$ cat src/rtl/vpi_pkg.sv
// ----------------------------------------------------------------------------
// vpi_pkg
// Shared constants, port codes and controller/datapath handshake types for
// the video chip port interface.
// ----------------------------------------------------------------------------
package vpi_pkg;

    // Default VRAM address width (range 14..17) and the fixed address field width
    localparam int VRAM_ADDR_BITS_DEF = 17;
    localparam int ADDR_FIELD_W       = 17;

    // Stream payload widths
    localparam int S_TDATA_W = 16;  // value[7:0], engine_busy[8], zero fill
    localparam int S_TUSER_W = 3;   // kind[0], port[2:1]
    localparam int M_TDATA_W = 32;  // read_data[7:0], vram_address[24:8], pair_pending[25]

    // Access direction
    localparam logic KIND_WRITE = 1'b0;
    localparam logic KIND_READ  = 1'b1;

    // Port codes
    localparam logic [1:0] PORT_DATA    = 2'd0;
    localparam logic [1:0] PORT_CMD     = 2'd1;
    localparam logic [1:0] PORT_PAL     = 2'd2;
    localparam logic [1:0] PORT_UNUSED  = 2'd3;

    // Control register indexes that the port logic itself uses
    localparam logic [5:0] REG_ADDR_HIGH  = 6'd14;
    localparam logic [5:0] REG_STATUS_SEL = 6'd15;
    localparam logic [5:0] REG_PAL_SEL    = 6'd16;

    // Status register that carries the engine busy flag
    localparam logic [3:0] STATUS_BUSY_SEL = 4'd2;

    localparam int PAL_ENTRIES = 16;
    localparam int PAL_W       = 9;

    // Controller to datapath
    typedef struct packed {
        logic take;      // beat accepted: update port state
        logic load_out;  // load result register from this beat
        logic load_rd;   // load result register with VRAM read data
    } vpi_cmd_t;

    // Datapath to controller
    typedef struct packed {
        logic vram_read; // current beat is a data port read
    } vpi_sts_t;

endpackage

$ cat src/rtl/vpi_ctrl.sv
// ----------------------------------------------------------------------------
// vpi_ctrl
// Access sequencer: accepts one beat at a time, enters a read wait state on VRAM
// reads, and owns the result register valid flag.
// ----------------------------------------------------------------------------
module vpi_ctrl (
    input  logic               clk,
    input  logic               rst_n,
    input  logic               s_tvalid,
    output logic               s_tready,
    output logic               m_tvalid,
    input  logic               m_tready,
    input  vpi_pkg::vpi_sts_t  sts,
    output vpi_pkg::vpi_cmd_t  cmd
);

    localparam logic ST_IDLE = 1'b0;
    localparam logic ST_RD   = 1'b1;

    logic state_reg, state_next;
    logic out_valid_reg, out_valid_next;
    logic accept;

    // Take a beat only in the idle state, when the result register is free by the next edge
    assign s_tready = (state_reg == ST_IDLE) && (!out_valid_reg || m_tready);
    assign accept   = s_tvalid && s_tready;

    always_comb
    begin
        cmd.take     = accept;
        cmd.load_out = accept && !sts.vram_read;
        cmd.load_rd  = (state_reg == ST_RD);
    end

    always_comb
    begin
        state_next     = state_reg;
        out_valid_next = out_valid_reg && !m_tready;
        case (state_reg)
            ST_IDLE:
            begin
                if (accept)
                begin
                    if (sts.vram_read)
                    begin
                        state_next = ST_RD;
                    end
                    else
                    begin
                        out_valid_next = 1'b1;
                    end
                end
            end
            ST_RD:
            begin
                state_next     = ST_IDLE;
                out_valid_next = 1'b1;
            end
            default:
            begin
                state_next = ST_IDLE;
            end
        endcase
    end

    always_ff @(posedge clk or negedge rst_n)
    begin
        if (!rst_n)
        begin
            state_reg     <= ST_IDLE;
            out_valid_reg <= 1'b0;
        end
        else
        begin
            state_reg     <= state_next;
            out_valid_reg <= out_valid_next;
        end
    end

    assign m_tvalid = out_valid_reg;

    a_rd_result_free: assert property (@(posedge clk) disable iff (!rst_n)
        state_reg == ST_RD |-> !out_valid_reg)
        else $error("result register busy while VRAM read data arrives");

    a_rd_follows_read: assert property (@(posedge clk) disable iff (!rst_n)
        accept && sts.vram_read |=> state_reg == ST_RD && !out_valid_reg)
        else $error("VRAM read did not enter the read wait");

    a_rd_then_result: assert property (@(posedge clk) disable iff (!rst_n)
        state_reg == ST_RD |=> out_valid_reg && state_reg == ST_IDLE)
        else $error("VRAM read result not presented");

    a_no_lost_result: assert property (@(posedge clk) disable iff (!rst_n)
        out_valid_reg && !m_tready |=> out_valid_reg)
        else $error("stalled result dropped");

endmodule

$ cat config.mk
export PLATFORM = sky130hd
export DESIGN_NAME = vpi_ctrl
export DESIGN_NICKNAME = d
export VERILOG_FILES = /design/src/rtl/vpi_pkg.sv /design/src/rtl/vpi_ctrl.sv
export SDC_FILE = /design/constraint.sdc
export NUM_CORES = 1
export LEC_CHECK = 0
export BUFFER_PORTS_ARGS = -buffer_cell sky130_fd_sc_hd__buf_2
export CAP_MARGIN = 30
export CORE_AREA = 2 2 39 41
export DETAILED_ROUTE_END_ITERATION = 6
export DIE_AREA = 0 0 41 43
export PLACE_DENSITY = 0.3
export SLEW_MARGIN = 5
export SYNTH_ARGS = -nofsm -noshare
export SYNTH_HDL_FRONTEND = slang
export SYNTH_SLANG_ARGS = --single-unit
$ cat constraint.sdc
create_clock -name clk -period 2.75 [get_ports clk]
set_clock_uncertainty 0.1 [all_clocks]
set_input_delay 0.1375 -clock clk [delete_from_list [all_inputs] [get_ports clk]]
set_output_delay 0.1375 -clock clk [all_outputs]
set_load 0.01 [all_outputs]
# ---- After elaboration in Yosys (flattened, before gate mapping)
# Index checks and enable logic that the tools add are counted.
dict set report classes {
  bitwise 1
  mux 6
  n_reduce_logical 8
}
# op count
set op_table {}
lappend op_table {{$logic_and 1x1->1} 4}
lappend op_table {{$mux 1} 4}
lappend op_table {{$pmux 1 s2} 2}
lappend op_table {{$logic_not 1->1} 3}
lappend op_table {{$logic_or 1x1->1} 1}
lappend op_table {{$not 1->1} 1}
dict set report word_totals {
  inputBits 5
  regBits 2
  wordCells 17
  out_inout_bits 5
}

# ---- Logic depth before layout (Yosys ltp)
dict set report logic_depth {
  depth_word 6
  mapped_depth 3
  ltp_nobuf 2
}

# ---- Worst setup path after synthesis
# OpenSTA, ideal clock, no wires.
dict set report synth_path {
  kind {flip-flop to output port}
  from {register out_valid_reg, in the netlist m_tvalid}
  to {output cmd[1] (netlist name)}
  required_ns 2.513
  path_buffers 0
  path_slack_ns 1.677
  t_arrival_ns 0.836
  path_stages_with_launch 3
  cell_sequence {dfrtp_1 > nor2b_4 > nor3_1}
}
# element line_no
set synth_lines {}
lappend synth_lines {{start: declaration} vpi_ctrl.sv:21} ;# logic out_valid_reg, out_valid_next;
lappend synth_lines {{start signal: assignment} vpi_ctrl.sv:76} ;# out_valid_reg <= out_valid_next;
lappend synth_lines {{end: declaration} vpi_ctrl.sv:14} ;# output vpi_pkg::vpi_cmd_t cmd

==> run_results.csv <==
group,metric,value,unit
routing,dr_total_vias,116,
global_routing,grt.total_usage,4.81,%
layout,num-fill-cells,158,
sta,rsz0062_at_grt,"no",
critical_path,worstPathCellList,"nand2b_4 -> nor3_1 -> buf_2",
clocking,cts_buffer_depth,2,
critical_path,crit_slowest_cell,"dfrtp_1",
global_routing,grt_overflow_total,0,
sta,setup_viol_count_final,0,
clocking,clkTransAtPathRegs,0.03,ns
global_routing,antenna_found_initial,0,
layout,area_growth,67.3,%
power,p_per_area,615,mW/mm^2
placed_design,place_ws,1.68,ns
placed_design,port_buffers,9,
die,die_x,41,um
logic_synthesis,syn-instance-count,12,
outcome,status,"finished, final reports clean",
clocking,cts.sinks,2,
critical_path,worstPathMaxFanout,4,
critical_path,start_kind,"flip-flop",
critical_path,crit_path_end_kind,"output pin",
power,leakage,0.112,nW
die,die_area,0.00176,mm^2
logic_synthesis,synth_seq_cells,2,
routing,drtIter0Drc,2,
sta,setup_ws,1.44,ns
clocking,cts_tree,"yes",
die,start_util,8.86,%
job,max_cap_viol_count,0,
logic_synthesis,synth_top_cell_by_area,"dfrtp_1",
layout,finalNonFillerCells,39,
sta,slew_headroom,89.6,%
critical_path,worstPathArrival,1.07,ns
layout,fin_util,14.8,%
die,ios,10,
critical_path,cpPeakStageDelay,0.40,ns
critical_path,path_buf_inv,1,
die,coreArea,0.00138,mm^2
worst_hold_path,hp-class,"in -> reg",
clocking,cts_root_buf,"clkbuf_4",
logic_synthesis,seq_area_frac_synth,40.8,%
sta,min_period,1.31,ns
sta,setup_tns,0,ns
die,placementRows,14,
routing,drt-total-wl,310,um
logic_synthesis,postSynthAreaPerCell,10.2,um^2
clocking,clk_latency,0.23,ns
global_routing,grt_max_degree,6,
logic_synthesis,syn_area,123,um^2
logic_synthesis,syn-num-nets,17,
sta,period_share,47.6,%
clocking,numCtsBuffers,3,
logic_synthesis,ys_warn_count,0,
sta,final-hold-violation-count,0,
layout,antenna_cells,0,
sta,tightest_slew,0.155,ns
logic_synthesis,synth_top_cell_area_share,40.8,%
layout,layout-drive-gt1-share,60.9,%
sta,drv_slew,0,
global_routing,grt_pass1_wl,469,um
clocking,cts.htree.levels,1,
global_routing,first_global_vias,127,
power,ir_drop,0.100,mV
critical_path,timing_worst_setup_path_type,"reg -> out",
routing,drtAntennaViolNets,0,
placed_design,dp.cells,35,
routing,wl_per_cell,7.95,um
critical_path,rrSetupSlack,1.81,ns
logic_synthesis,synth_area_leaders,"dfrtp_1 (41%), buf_4 (12%), nand2b_4 (11%)",
routing,drc_errors,0,
logic_synthesis,yosysUniqueCellTypes,8,
sta,fmax,764,MHz
die,die_h,43,um
layout,nets,30,
critical_path,cp_top_family,"flip-flops",
routing,dr.pass1.iters,2,
routing,routed_via_density,2.97,
critical_path,worst_ep_required_time,2.51,ns
placed_design,place.gp.congestion,0.598,
clocking,post_cts_resized,0,
-- final timing paths --
path | startpoint | end | cells past startpoint
max in group asynchronous | rst_n | state_reg | 2
setup reg to reg | m_tvalid | m_tvalid | 2
setup / recovery | state_reg | cmd[1] | 3
hold / removal | s_tvalid | m_tvalid | 2
hold reg to reg | state_reg | m_tvalid | 1
min in group asynchronous | rst_n | m_tvalid | 2
-- final cells by class --
type	count	area, um^2	share of cell area (%)
Clock buffer	3	22.5	11.0
Multi-Input combinational cell	7	53.8	26.2
Tap cell	16	20.0	9.76
Inverter	1	3.75	1.83
Sequential cell	2	50.0	24.4
Timing Repair Buffer	10	55.1	26.8
-- power by group --
group,total (mW),switching (mW),internal (mW)
combinational,0.0258,0.0122,0.0135
clock,0.0663,0.0180,0.0482
sequential,0.0341,0.00183,0.0323
-- placed cells by master (no fill, tap or decap) --
| cell type | Yosys | final |
|---|---|---|
| nor3_1 | 2 | 2 |
| dlygate4sd3_1 | 0 | 1 |
| a211o_1 | 1 | 1 |
| dfrtp_1 | 2 | 2 |
| buf_2 | 0 | 9 |
| inv_1 | 1 | 1 |
| nor2_1 | 2 | 2 |
| clkbuf_4 | 0 | 3 |
| nor2b_4 | 1 | 1 |
| nand2b_4 | 1 | 1 |
-- per-stage QoR --
| step | cell area, um^2 | hold WS (ns) | power (mW) |
|---|---|---|---|
| after detailed placement | 173 | -0.174 | 0.0595 |
| after global routing | 205 | 0.0734 | 0.136 |
| final | 205 | 0.0729 | 0.126 |
| after CTS | 205 | 0.0636 | 0.131 |
| after floorplan | 123 | -0.258 | 0.0507 |
| after global placement | 173 | -0.177 | 0.0590 |
-- synthesized netlist by cell type (all sizes together) --
library cell,number
a211o,1
buf,2
dfrtp,2
inv,1
nand2b,1
nor2,2
nor2b,1
nor3,2
-- logic make-up after synthesis --
| kind of cell | Yosys count | synth area share, % |
|---|---|---|
| buffers and inverters | 3 | 15.3 |
| AND/OR/NAND/NOR | 6 | 36.7 |
| flip-flops | 2 | 40.8 |
| AO/OA/AOI/OAI | 1 | 7.14 |
-- routing by layer --
layer | part of all wire (%) | vias to the layer above | track usage [%]
li1 | - | 61 | -
met1 | 43 | 42 | 4.79
met2 | 31 | 11 | 3.75
met3 | 20 | 2 | 3.14
met4 | 4.5 | 0 | 10.0
met5 | 0 | - | 0
-- timing repair --
item / CTS / global route
hold endpoints to repair: 2 / 0
hold buffers: 1 / 0
buffers inserted: 0 / 0
Note: power is estimated with default switching activity, not from simulation.
